--- config.mk ---
export PLATFORM = sky130hd
export DESIGN_NAME = dual_actuator_sync_position_control
export DESIGN_NICKNAME = d
export VERILOG_FILES = /design/src/rtl/dasp_pkg.sv /design/src/rtl/dual_actuator_sync_position_control.sv
export SDC_FILE = /design/constraint.sdc
export NUM_CORES = 2
export LEC_CHECK = 0
export ABC_CLOCK_PERIOD_IN_PS = 12100
export BUFFER_PORTS_ARGS = -buffer_cell sky130_fd_sc_hd__buf_2
export CAP_MARGIN = 20
export CORE_MARGIN = 2
export CORE_UTILIZATION = 59
export DETAILED_ROUTE_END_ITERATION = 12
export GPL_TIMING_DRIVEN = 0
export PLACE_DENSITY = 0.79
export SYNTH_ARGS = -nofsm -noshare
export SYNTH_HDL_FRONTEND = slang
export SYNTH_SLANG_ARGS = --single-unit
--- constraint.sdc ---
create_clock -name clk_i -period 12.1 [get_ports clk_i]
set_input_delay 1.815 -clock clk_i [delete_from_list [all_inputs] [get_ports clk_i]]
set_output_delay 1.815 -clock clk_i [all_outputs]
set_load 0.005 [all_outputs]
--- src/rtl/dasp_pkg.sv ---
// Shared constants and codes for the dual actuator position controller.
`timescale 1ns / 1ps
package dasp_pkg;

  localparam int unsigned STROKE_MM_DEF = 300;
  localparam int unsigned MIN_DRIVE_DEF = 60;

  localparam int unsigned BASE_LIMIT      = 200;
  localparam int unsigned DEADBAND        = 3;
  localparam int unsigned MANUAL_DEADZONE = 40;

  localparam int unsigned CFG_IDX_W  = 3;
  localparam int unsigned CFG_DATA_W = 12;

  localparam logic [CFG_IDX_W-1:0] REG_MAX_PWM    = 3'd0;
  localparam logic [CFG_IDX_W-1:0] REG_POS_GAIN   = 3'd1;
  localparam logic [CFG_IDX_W-1:0] REG_SYNC_GAIN  = 3'd2;
  localparam logic [CFG_IDX_W-1:0] REG_RAMP_STEP  = 3'd3;
  localparam logic [CFG_IDX_W-1:0] REG_POT_A_ZERO = 3'd4;
  localparam logic [CFG_IDX_W-1:0] REG_POT_A_FULL = 3'd5;
  localparam logic [CFG_IDX_W-1:0] REG_POT_B_ZERO = 3'd6;
  localparam logic [CFG_IDX_W-1:0] REG_POT_B_FULL = 3'd7;

  localparam logic [1:0] KIND_TICK   = 2'd0;
  localparam logic [1:0] KIND_TARGET = 2'd1;
  localparam logic [1:0] KIND_MANUAL = 2'd2;

  localparam logic [7:0]  MAX_PWM_RST   = 8'd180;
  localparam logic [9:0]  POS_GAIN_RST  = 10'd128;
  localparam logic [9:0]  SYNC_GAIN_RST = 10'd77;
  localparam logic [11:0] RAMP_STEP_RST = 12'd112;
  localparam logic [9:0]  POT_ZERO_RST  = 10'd905;
  localparam logic [9:0]  POT_FULL_RST  = 10'd620;

endpackage

--- src/rtl/dual_actuator_sync_position_control.sv ---
// Top level: sequenced controller built around one multiplier and one serial divider.
// Each pot mapping with a nonzero span adds a divider load, the divider iterations and an unload.
// A held tick maps two pots, a manual word two, a target word makes three mappings.
// An auto tick maps three pots and runs the loop.
// Throughput: one word at a time, taken in the idle cycle after the result is registered.
// Reset: asynchronous, active low; configuration registers return to their defaults, manual mode, no target.
`timescale 1ns / 1ps
module dual_actuator_sync_position_control #(
  parameter int unsigned STROKE_MM = dasp_pkg::STROKE_MM_DEF,
  parameter int unsigned MIN_DRIVE = dasp_pkg::MIN_DRIVE_DEF
) (
  input  logic                           clk_i,
  input  logic                           rst_ni,
  input  logic                           cfg_we_i,
  input  logic [dasp_pkg::CFG_IDX_W-1:0]  cfg_idx_i,
  input  logic [dasp_pkg::CFG_DATA_W-1:0] cfg_data_i,
  input  logic                           in_valid_i,
  output logic                           in_ready_o,
  input  logic [1:0]                     kind_i,
  input  logic [9:0]                     pot_a_i,
  input  logic [9:0]                     pot_b_i,
  input  logic [9:0]                     target_mm_i,
  input  logic signed [15:0]             manual_command_i,
  output logic                           out_valid_o,
  input  logic                           out_ready_i,
  output logic [7:0]                     drive_a_fwd_o,
  output logic [7:0]                     drive_a_rev_o,
  output logic [7:0]                     drive_b_fwd_o,
  output logic [7:0]                     drive_b_rev_o,
  output logic signed [10:0]             position_mm_o,
  output logic                           manual_active_o
);
  import dasp_pkg::*;

  localparam logic [3:0] S_IDLE   = 4'd0;
  localparam logic [3:0] S_MMA    = 4'd1;
  localparam logic [3:0] S_MMB    = 4'd2;
  localparam logic [3:0] S_TMM    = 4'd3;
  localparam logic [3:0] S_ERR    = 4'd4;
  localparam logic [3:0] S_BASE   = 4'd5;
  localparam logic [3:0] S_TRG    = 4'd6;
  localparam logic [3:0] S_CMD    = 4'd7;
  localparam logic [3:0] S_MAN    = 4'd8;
  localparam logic [3:0] S_CORR   = 4'd9;
  localparam logic [3:0] S_DRIVE  = 4'd10;
  localparam logic [3:0] S_DIVLD  = 4'd11;
  localparam logic [3:0] S_DIV    = 4'd12;
  localparam logic [3:0] S_DIVEND = 4'd13;
  localparam logic [3:0] S_OUT    = 4'd14;

  localparam logic [1:0] D_MMA = 2'd0;
  localparam logic [1:0] D_MMB = 2'd1;
  localparam logic [1:0] D_TMM = 2'd2;
  localparam logic [1:0] D_TRG = 2'd3;

  localparam logic signed [11:0] STROKE_S = 12'(STROKE_MM);
  localparam logic signed [28:0] MIN_P    = 29'(MIN_DRIVE);
  localparam logic signed [28:0] LIM_P    = 29'(BASE_LIMIT);
  localparam logic signed [28:0] DZ_P     = 29'(MANUAL_DEADZONE);
  localparam logic signed [11:0] DB_E     = 12'(DEADBAND);
  localparam logic [4:0]         DIV_LAST = 5'd19;

  // Configuration registers
  logic [7:0]  max_pwm_q;
  logic [9:0]  pos_gain_q, sync_gain_q;
  logic [11:0] ramp_step_q;
  logic [9:0]  za_q, fa_q, zb_q, fb_q;

  // Controller state
  logic [3:0]         state_q;
  logic [1:0]         kind_q;
  logic signed [15:0] cmd_q;
  logic [9:0]         tgt_q;
  logic [9:0]         pa_q, pb_q;
  logic signed [10:0] target_raw_q;
  logic               manual_q;
  logic signed [12:0] ramp_a_q, ramp_b_q;
  logic signed [8:0]  app_a_q, app_b_q;
  logic signed [10:0] mm_a_q, mm_b_q, tmm_q;
  logic signed [8:0]  base_q;
  logic               act_q;
  logic signed [28:0] prod_q;
  logic signed [10:0] den_q;
  logic [1:0]         dest_q;
  logic [10:0]        rem_q;
  logic [19:0]        quo_q;
  logic [9:0]         dvs_q;
  logic               neg_q;
  logic [4:0]         cnt_q;
  logic               ov_q;
  logic [7:0]         afwd_q, arev_q, bfwd_q, brev_q;
  logic signed [10:0] pos_q;
  logic               man_out_q;

  function automatic logic signed [28:0] trunc_shr(input logic signed [28:0] p,
                                                   input int k);
    logic [28:0] bias;
    bias = p[28] ? ((29'(1) << k) - 29'(1)) : '0;
    return $signed(p + bias) >>> k;
  endfunction

  function automatic logic signed [10:0] sat_mm(input logic signed [20:0] q);
    if (q < -21'sd1024) return -11'sd1024;
    if (q > 21'sd1023) return 11'sd1023;
    return q[10:0];
  endfunction

  function automatic logic signed [12:0] ramp_f(input logic signed [12:0] cur,
                                                input logic signed [12:0] tgt,
                                                input logic [11:0] stp);
    logic signed [13:0] up, dn, t14;
    up  = {cur[12], cur} + $signed({2'b00, stp});
    dn  = {cur[12], cur} - $signed({2'b00, stp});
    t14 = {tgt[12], tgt};
    if (cur < tgt) return (up > t14) ? tgt : up[12:0];
    if (cur > tgt) return (dn < t14) ? tgt : dn[12:0];
    return cur;
  endfunction

  function automatic logic signed [8:0] ramp_to_duty(input logic signed [12:0] cur);
    logic signed [12:0] s;
    s = $signed(cur + (cur[12] ? 13'd15 : 13'd0)) >>> 4;
    return s[8:0];
  endfunction

  function automatic logic signed [8:0] demand(input logic signed [8:0] base,
                                               input logic signed [28:0] corr,
                                               input logic [7:0] mx, input logic a);
    logic signed [28:0] v, m;
    v = 29'(base) + corr;
    m = $signed({21'b0, mx});
    if (!a) return '0;
    if (v < -m) return -$signed({1'b0, mx});
    if (v > m) return $signed({1'b0, mx});
    return v[8:0];
  endfunction

  // Shared multiplier operand selection
  logic signed [16:0] mul_a;
  logic signed [11:0] mul_b;
  logic signed [28:0] mul_p;
  logic signed [10:0] den_sel;
  logic signed [11:0] mm_sum, avg12, err;
  logic signed [10:0] pdiff_a, pdiff_b, pdiff_t, span_a, span_b;
  logic [9:0]         tgt_sat;

  assign pdiff_a = $signed({1'b0, pa_q}) - $signed({1'b0, za_q});
  assign pdiff_b = $signed({1'b0, pb_q}) - $signed({1'b0, zb_q});
  assign pdiff_t = target_raw_q - $signed({1'b0, za_q});
  assign span_a  = $signed({1'b0, fa_q}) - $signed({1'b0, za_q});
  assign span_b  = $signed({1'b0, fb_q}) - $signed({1'b0, zb_q});
  assign tgt_sat = ({2'b0, tgt_q} > 12'(STROKE_MM)) ? 10'(STROKE_MM) : tgt_q;
  assign mm_sum  = 12'(mm_a_q) + 12'(mm_b_q);
  assign avg12   = $signed(mm_sum + 12'(mm_sum[11])) >>> 1;
  assign err     = 12'(tmm_q) - avg12;

  always_comb begin
    mul_a   = '0;
    mul_b   = '0;
    den_sel = '0;
    case (state_q)
      S_MMA: begin
        mul_a = 17'(pdiff_a); mul_b = STROKE_S; den_sel = span_a;
      end
      S_MMB: begin
        mul_a = 17'(pdiff_b); mul_b = STROKE_S; den_sel = span_b;
      end
      S_TMM: begin
        mul_a = 17'(pdiff_t); mul_b = STROKE_S; den_sel = span_a;
      end
      S_ERR: begin
        mul_a = 17'(err); mul_b = $signed({2'b00, pos_gain_q});
      end
      S_TRG: begin
        mul_a = $signed({7'b0, tgt_sat}); mul_b = 12'(span_a); den_sel = STROKE_S[10:0];
      end
      S_CMD: begin
        mul_a = 17'(cmd_q); mul_b = $signed({4'b0, max_pwm_q});
      end
      S_CORR: begin
        mul_a = 17'(12'(mm_a_q) - 12'(mm_b_q)); mul_b = $signed({2'b00, sync_gain_q});
      end
      default: begin
        mul_a = '0;
      end
    endcase
  end

  assign mul_p = mul_a * mul_b;

  // Where to go once both actuator heights are known
  logic [3:0] after_mm;
  always_comb begin
    case (kind_q)
      KIND_TICK:   after_mm = (!manual_q && !target_raw_q[10]) ? S_TMM : S_OUT;
      KIND_TARGET: after_mm = S_TRG;
      KIND_MANUAL: after_mm = S_CMD;
      default:     after_mm = S_OUT;
    endcase
  end

  // Divider step and result
  logic [10:0]        div_sh;
  logic               div_ge;
  logic signed [20:0] quot;
  logic signed [28:0] p16, p32k, pcorr, pmag;
  logic signed [8:0]  ta, tb, sa, sb;
  logic signed [12:0] ra_n, rb_n;
  logic signed [8:0]  neg_a, neg_b;

  assign div_sh = {rem_q[9:0], quo_q[19]};
  assign div_ge = div_sh >= {1'b0, dvs_q};
  assign quot   = neg_q ? -$signed({1'b0, quo_q}) : $signed({1'b0, quo_q});
  assign p16    = trunc_shr(prod_q, 4);
  assign p32k   = trunc_shr(prod_q, 15);
  assign pcorr  = trunc_shr(prod_q, 8);
  assign pmag   = prod_q[28] ? -prod_q : prod_q;

  assign ta   = demand(base_q, -pcorr, max_pwm_q, act_q);
  assign tb   = demand(base_q, pcorr, max_pwm_q, act_q);
  assign ra_n = ramp_f(ramp_a_q, {ta, 4'b0}, ramp_step_q);
  assign rb_n = ramp_f(ramp_b_q, {tb, 4'b0}, ramp_step_q);

  // Soft travel limits; motor B keeps the reversed sense.
  always_comb begin
    sa = ramp_to_duty(ra_n);
    sb = ramp_to_duty(rb_n);
    if (pa_q > za_q && sa < 0) sa = '0;
    if (pa_q < fa_q && sa > 0) sa = '0;
    if (pb_q > zb_q && sb > 0) sb = '0;
    if (pb_q < fb_q && sb < 0) sb = '0;
  end

  assign neg_a = -app_a_q;
  assign neg_b = -app_b_q;

  logic out_load;
  assign out_load   = (state_q == S_OUT) && (!ov_q || out_ready_i);
  assign in_ready_o = (state_q == S_IDLE);

  always_ff @(posedge clk_i or negedge rst_ni) begin
    if (!rst_ni) begin
      max_pwm_q    <= MAX_PWM_RST;
      pos_gain_q   <= POS_GAIN_RST;
      sync_gain_q  <= SYNC_GAIN_RST;
      ramp_step_q  <= RAMP_STEP_RST;
      za_q         <= POT_ZERO_RST;
      fa_q         <= POT_FULL_RST;
      zb_q         <= POT_ZERO_RST;
      fb_q         <= POT_FULL_RST;
      state_q      <= S_IDLE;
      pa_q         <= '0;
      pb_q         <= '0;
      target_raw_q <= -11'sd1;
      manual_q     <= 1'b1;
      ramp_a_q     <= '0;
      ramp_b_q     <= '0;
      app_a_q      <= '0;
      app_b_q      <= '0;
      ov_q         <= 1'b0;
      cnt_q        <= '0;
    end else begin
      if (cfg_we_i) begin
        case (cfg_idx_i)
          REG_MAX_PWM:    max_pwm_q   <= cfg_data_i[7:0];
          REG_POS_GAIN:   pos_gain_q  <= cfg_data_i[9:0];
          REG_SYNC_GAIN:  sync_gain_q <= cfg_data_i[9:0];
          REG_RAMP_STEP:  ramp_step_q <= cfg_data_i;
          REG_POT_A_ZERO: za_q        <= cfg_data_i[9:0];
          REG_POT_A_FULL: fa_q        <= cfg_data_i[9:0];
          REG_POT_B_ZERO: zb_q        <= cfg_data_i[9:0];
          REG_POT_B_FULL: fb_q        <= cfg_data_i[9:0];
          default: ;
        endcase
      end

      if (ov_q && out_ready_i && !out_load) ov_q <= 1'b0;

      case (state_q)
        S_IDLE: begin
          if (in_valid_i) begin
            if (kind_i == KIND_TICK) begin
              pa_q <= pot_a_i;
              pb_q <= pot_b_i;
            end
            state_q <= S_MMA;
          end
        end
        S_MMA, S_MMB, S_TMM: begin
          prod_q <= mul_p;
          den_q  <= den_sel;
          if (den_sel == '0) begin
            if (state_q == S_MMA) begin
              mm_a_q <= '0; state_q <= S_MMB;
            end else if (state_q == S_MMB) begin
              mm_b_q <= '0; state_q <= after_mm;
            end else begin
              tmm_q <= '0; state_q <= S_ERR;
            end
          end else begin
            dest_q  <= (state_q == S_MMA) ? D_MMA : (state_q == S_MMB) ? D_MMB : D_TMM;
            state_q <= S_DIVLD;
          end
        end
        S_TRG: begin
          prod_q  <= mul_p;
          den_q   <= den_sel;
          dest_q  <= D_TRG;
          state_q <= S_DIVLD;
        end
        S_DIVLD: begin
          quo_q   <= pmag[19:0];
          dvs_q   <= den_q[10] ? 10'(-den_q) : den_q[9:0];
          neg_q   <= prod_q[28] ^ den_q[10];
          rem_q   <= '0;
          cnt_q   <= '0;
          state_q <= S_DIV;
        end
        S_DIV: begin
          rem_q <= div_ge ? (div_sh - {1'b0, dvs_q}) : div_sh;
          quo_q <= {quo_q[18:0], div_ge};
          cnt_q <= cnt_q + 5'd1;
          if (cnt_q == DIV_LAST) state_q <= S_DIVEND;
        end
        S_DIVEND: begin
          case (dest_q)
            D_MMA: begin
              mm_a_q <= sat_mm(quot); state_q <= S_MMB;
            end
            D_MMB: begin
              mm_b_q <= sat_mm(quot); state_q <= after_mm;
            end
            D_TMM: begin
              tmm_q <= sat_mm(quot); state_q <= S_ERR;
            end
            default: begin
              target_raw_q <= quot[10:0] + $signed({1'b0, za_q});
              manual_q     <= 1'b0;
              state_q      <= S_OUT;
            end
          endcase
        end
        S_ERR: begin
          prod_q  <= mul_p;
          act_q   <= (err >= DB_E) || (err <= -DB_E);
          state_q <= S_BASE;
        end
        S_BASE: begin
          // A scaled drive of zero falls on the negative side.
          if (p16 > 0) begin
            base_q <= (p16 < MIN_P) ? MIN_P[8:0] : (p16 > LIM_P) ? LIM_P[8:0] : p16[8:0];
          end else begin
            base_q <= (p16 < -LIM_P) ? 9'(-LIM_P) : (p16 > -MIN_P) ? 9'(-MIN_P) : p16[8:0];
          end
          state_q <= S_CORR;
        end
        S_CMD: begin
          prod_q  <= mul_p;
          state_q <= S_MAN;
        end
        S_MAN: begin
          act_q        <= (p32k >= DZ_P) || (p32k <= -DZ_P);
          base_q       <= (p32k < -LIM_P) ? 9'(-LIM_P) : (p32k > LIM_P) ? LIM_P[8:0] : p32k[8:0];
          manual_q     <= 1'b1;
          target_raw_q <= -11'sd1;
          state_q      <= S_CORR;
        end
        S_CORR: begin
          prod_q  <= mul_p;
          state_q <= S_DRIVE;
        end
        S_DRIVE: begin
          ramp_a_q <= ra_n;
          ramp_b_q <= rb_n;
          app_a_q  <= sa;
          app_b_q  <= sb;
          state_q  <= S_OUT;
        end
        S_OUT: begin
          if (out_load) begin
            afwd_q    <= (app_a_q > 0) ? app_a_q[7:0] : 8'd0;
            arev_q    <= (app_a_q < 0) ? neg_a[7:0] : 8'd0;
            bfwd_q    <= (app_b_q > 0) ? app_b_q[7:0] : 8'd0;
            brev_q    <= (app_b_q < 0) ? neg_b[7:0] : 8'd0;
            pos_q     <= avg12[10:0];
            man_out_q <= manual_q;
            ov_q      <= 1'b1;
            state_q   <= S_IDLE;
          end
        end
        default: state_q <= S_IDLE;
      endcase
    end
  end

  always_ff @(posedge clk_i) begin
    if (in_valid_i && in_ready_o) begin
      kind_q <= kind_i;
      cmd_q  <= manual_command_i;
      tgt_q  <= target_mm_i;
    end
  end

  assign out_valid_o     = ov_q;
  assign drive_a_fwd_o   = afwd_q;
  assign drive_a_rev_o   = arev_q;
  assign drive_b_fwd_o   = bfwd_q;
  assign drive_b_rev_o   = brev_q;
  assign position_mm_o   = pos_q;
  assign manual_active_o = man_out_q;

`ifndef NO_ASSERTIONS
  a_manual_no_target: assert property (@(posedge clk_i) disable iff (!rst_ni)
    manual_q |-> target_raw_q == -11'sd1)
    else $error("manual mode with a target set");
  a_duty_one_side: assert property (@(posedge clk_i) disable iff (!rst_ni)
    ov_q |-> !((afwd_q != 8'd0 && arev_q != 8'd0) || (bfwd_q != 8'd0 && brev_q != 8'd0)))
    else $error("both duty sides driven");
  a_div_nonzero: assert property (@(posedge clk_i) disable iff (!rst_ni)
    state_q == S_DIV |-> dvs_q != 10'd0)
    else $error("divider running with a zero divisor");
  a_busy_after_accept: assert property (@(posedge clk_i) disable iff (!rst_ni)
    in_valid_i && in_ready_o |=> !in_ready_o)
    else $error("word accepted while busy");
`endif

endmodule
==> key figures <==
Setup path
  – WP buf/inv: 3
  – Required time of the critical path: 12.59 ns
  – Arr. time, crit path: 12.15 ns
  – Critical Path Sink Type: register
  – Crit path kind: register to register
  – Setup crit start kind: register
  – Worst path slowest cell: or4b_1
  – Largest stage delay on the critical path: 0.51 ns
  – Crit-path max FO: 6
  – Crit path max-delay family: compound AO/OA/AOI/OAI gates

Drt
  – DRC Markers: 0
  – DRT antenna net count: 0
  – Vias per cell: 6.181
  – Routed wire length: 112.7 mm
  – Avg WL per Cell: 20.92 microns
  – Pre-antenna DRT Iters: 6
  – DRT iter0 DRCs: 3015
  – Vias post-DR: 33310

Final layout
  – Multi-input combinational cell area: 0.02675 sq mm
  – Area Growth Syn to Fin: 11.76%
  – Post-layout util: 66.58%
  – Most frequent cells in the layout: inv_1 (438), ha_1 (431), nand2_1 (398)
  – Fin nets: 5202
  – Layout cells sized above 1: 12.57%
  – FF/Latch Area: 0.01015 sq mm
  – Fillers: 5109
  – Most common cell after layout, fill and taps aside: inv_1

Timing
  – Fraction of the cycle the final worst path needs: 96.39%
  – Final setup viols: 0
  – FMAX: 0.08574 GHz
  – Skew final: 0.02769 ns
  – Normalized max-slew margin: 6.469%
  – Final Hold Fails: 0
  – Tightest Pin Transition: 1.403 ns
  – Min Tclk post-route: 11.66 ns
  – Pins over their slew limit: 0

Hold path
  – Hold crit path type: register to register

Floorplan
  – Core Rows: 93
  – Top-level port count: 114
  – Chip height: 258.9 microns
  – Die area: 0.06703 sq mm
  – Die Width: 258.9 microns
  – Starting density of the core: 59.57%
  – Core area: 0.06435 sq mm

GRT
  – Number of global-route vias before repair: 32380
  – Total gr overflow: 0
  – Global-route wire length before repair: 175.2 mm
  – All-layer global routing usage: 33.16%
  – M2 GR Usage: 54.68%
  – GR met3 Demand/Resource: 4.413%
  – Busiest metal layer after global routing: met2
  – Antenna violations before repair: 0
  – Grt met1 use: 42.72%
  – Largest net degree at the start of global routing: 100

Yosys
  – Yosys cell types: 96
  – EDFF count, synth: 198
  – Sequential-to-total area share from yosys stat: 26.49%
  – Async set-reset flop share out of synthesis: 45.60%
  – Synth Flop Type: edfxtp_1
  – Post-synth top area share: 15.51%
  – Largest cells by area after synthesis: edfxtp_1 (16%), ha_1 (14%), fa_1 (10%)
  – Synthesized netlist cell count: 4272
  – Synthesized flop and latch total: 364
  – Cell Area, Synth: 0.03833 sq mm
  – Mean Syn Cell Area: 8.973 sq um
  – Synth Warn #: 0
  – Yosys top cell by area: edfxtp_1

Clock tree
  – Clk slew on worst S/H paths: 0.06 ns
  – Clk buf depth: 3
  – CTS Buf Count: 42
  – CTS tree: yes
  – Clock sinks: 364
  – Root Buffer Master: clkbuf_16
  – Later-pin clock latency in the skew report: 0.59 ns
  – H-tree levels: 2
  – # hold bufs at CTS: 0

Run
  – Max cap viols: 0

Placed design
  – Final GP Congestion: 1.015
  – Detailed placement HPWL: 88.23 mm
  – Buffers on Ports: 111

Run status
  – Status: finished clean
cell type report:
cell class	instances	share of cell area, %
clock buffers	56	2.742
diodes	1	0.005841
inverters	443	3.899
well taps	855	2.497
clock inverters	22	0.7330
flip-flops and latches	364	23.70
repair buffers	178	2.681
plain buffers	134	1.294
multi-input cells	3336	62.45
final timing paths:
check | endpoint | cells after the start | slack [ns] | start
worst max-delay path | app_b_q[8] | 53 | 0.44 | prod_q[28]
worst min-delay path | zb_q[1] | 1 | 0.50 | zb_q[1]
worst max register to register | app_b_q[8] | 53 | 0.44 | prod_q[28]
worst min register to register | zb_q[1] | 1 | 0.50 | zb_q[1]
max in group asynchronous | fa_q[9] | 2 | 9.97 | rst_ni
min in group asynchronous | ramp_a_q[11] | 1 | 1.17 | rst_ni
layer usage:
metal | up-vias | wire length, microns | part of all wire (%)
met5 | - | 0 | 0
met4 | 0 | 6780 | 6.0
met3 | 378 | 8340 | 7.4
met2 | 1424 | 52170 | 46
met1 | 16040 | 45450 | 40
li1 | 15460 | - | -
logic make-up after synthesis:
family          share of synthesized area [%]
compound gates                          17.20
xor+xnor                                6.717
fa+ha+maj                               24.62
buf+inv                                 5.728
flops                                   26.49
mux                                     3.176
other cells                           0.01959
simple gates                            16.05
sequential cells by signal, indices dropped and copies added, names as in the netlist, 10 cells and up:
register and count:
prod_q 29, quo_q 20, cmd_q 16, ramp_a_q 13, ramp_b_q 13, ramp_step_q 12, den_q 11, mm_a_q 11
mm_b_q 11, position_mm_o 11, target_raw_q 11, tmm_q 11, dvs_q 10, fa_q 10, fb_q 10, pa_q 10
pb_q 10, pos_gain_q 10, rem_q 10, sync_gain_q 10, tgt_q 10, za_q 10, zb_q 10
metrics by stage:
stage | setup TNS, ns | area, sq um | std cells | hold slack [ns] | setup slack [ns]
3_5_place_dp | -35.89 | 40210 | 5260 | 0.4945 | -2.651
3_3_place_gp | -33.77 | 39980 | 5244 | 0.4871 | -2.510
6_report | 0 | 42840 | 5389 | 0.5037 | 0.4363
5_1_grt | -0.6185 | 42840 | 5388 | 0.5140 | -0.1228
4_1_cts | 0 | 42060 | 5350 | 0.5075 | 0.002313
2_1_floorplan | 0 | 38360 | 4278 | 0.4642 | 0.7263
cell usage after synthesis (10+ instances only):
master and instances:
o21bai_1 58, nor2_1 332, a221oi_1 15, or4_1 12, nand4_1 46, buf_1 10, a221o_1 11, xor2_1 108
or2_2 22, and3_1 34, fa_1 199, o21a_1 25, nand2b_1 57, o21ai_0 221, o211a_1 18, inv_1 441
a31oi_1 15, a211oi_1 34, a21o_1 111, mux2_2 89, nor3_1 80, nor2b_1 55, nand3_1 83, and4_1 11
mux2i_1 20, clkbuf_1 112, ha_1 436, and2_1 43, a21oi_1 250, o31ai_1 42, o211ai_1 33, or3_1 36
o22ai_1 29, dfstp_2 44, a22oi_1 14, nand2_1 403, o2111ai_1 11, xnor2_1 186, nor4_1 27, edfxtp_1 198
dfrtp_1 122
worst reg2reg max path, delay by kind of cell, from the launching register on:
family                     cells  cell delay [ns]
AOI/OAI and AO/OA             23             4.83
and+or+nand+nor               18             3.33
adders and majority gates      5             1.61
muxes                          2             0.55
DFF                            1             0.49
buffers and inverters          3             0.45
xor gates and xnor gates       2             0.30
timing repair:
| item | in CTS | in global routing |
|---|---|---|
| endpoints found under the setup margin | 22 | 28 |
| gates resized for setup | 59 | 122 |
| pin swaps | 12 | 34 |
| hold endpoints to repair | 0 | 0 |
| setup buffers | 12 | 36 |
Power is not shown: default switching activity piles up to over one toggle a cycle in this logic, so the estimate is an artifact.
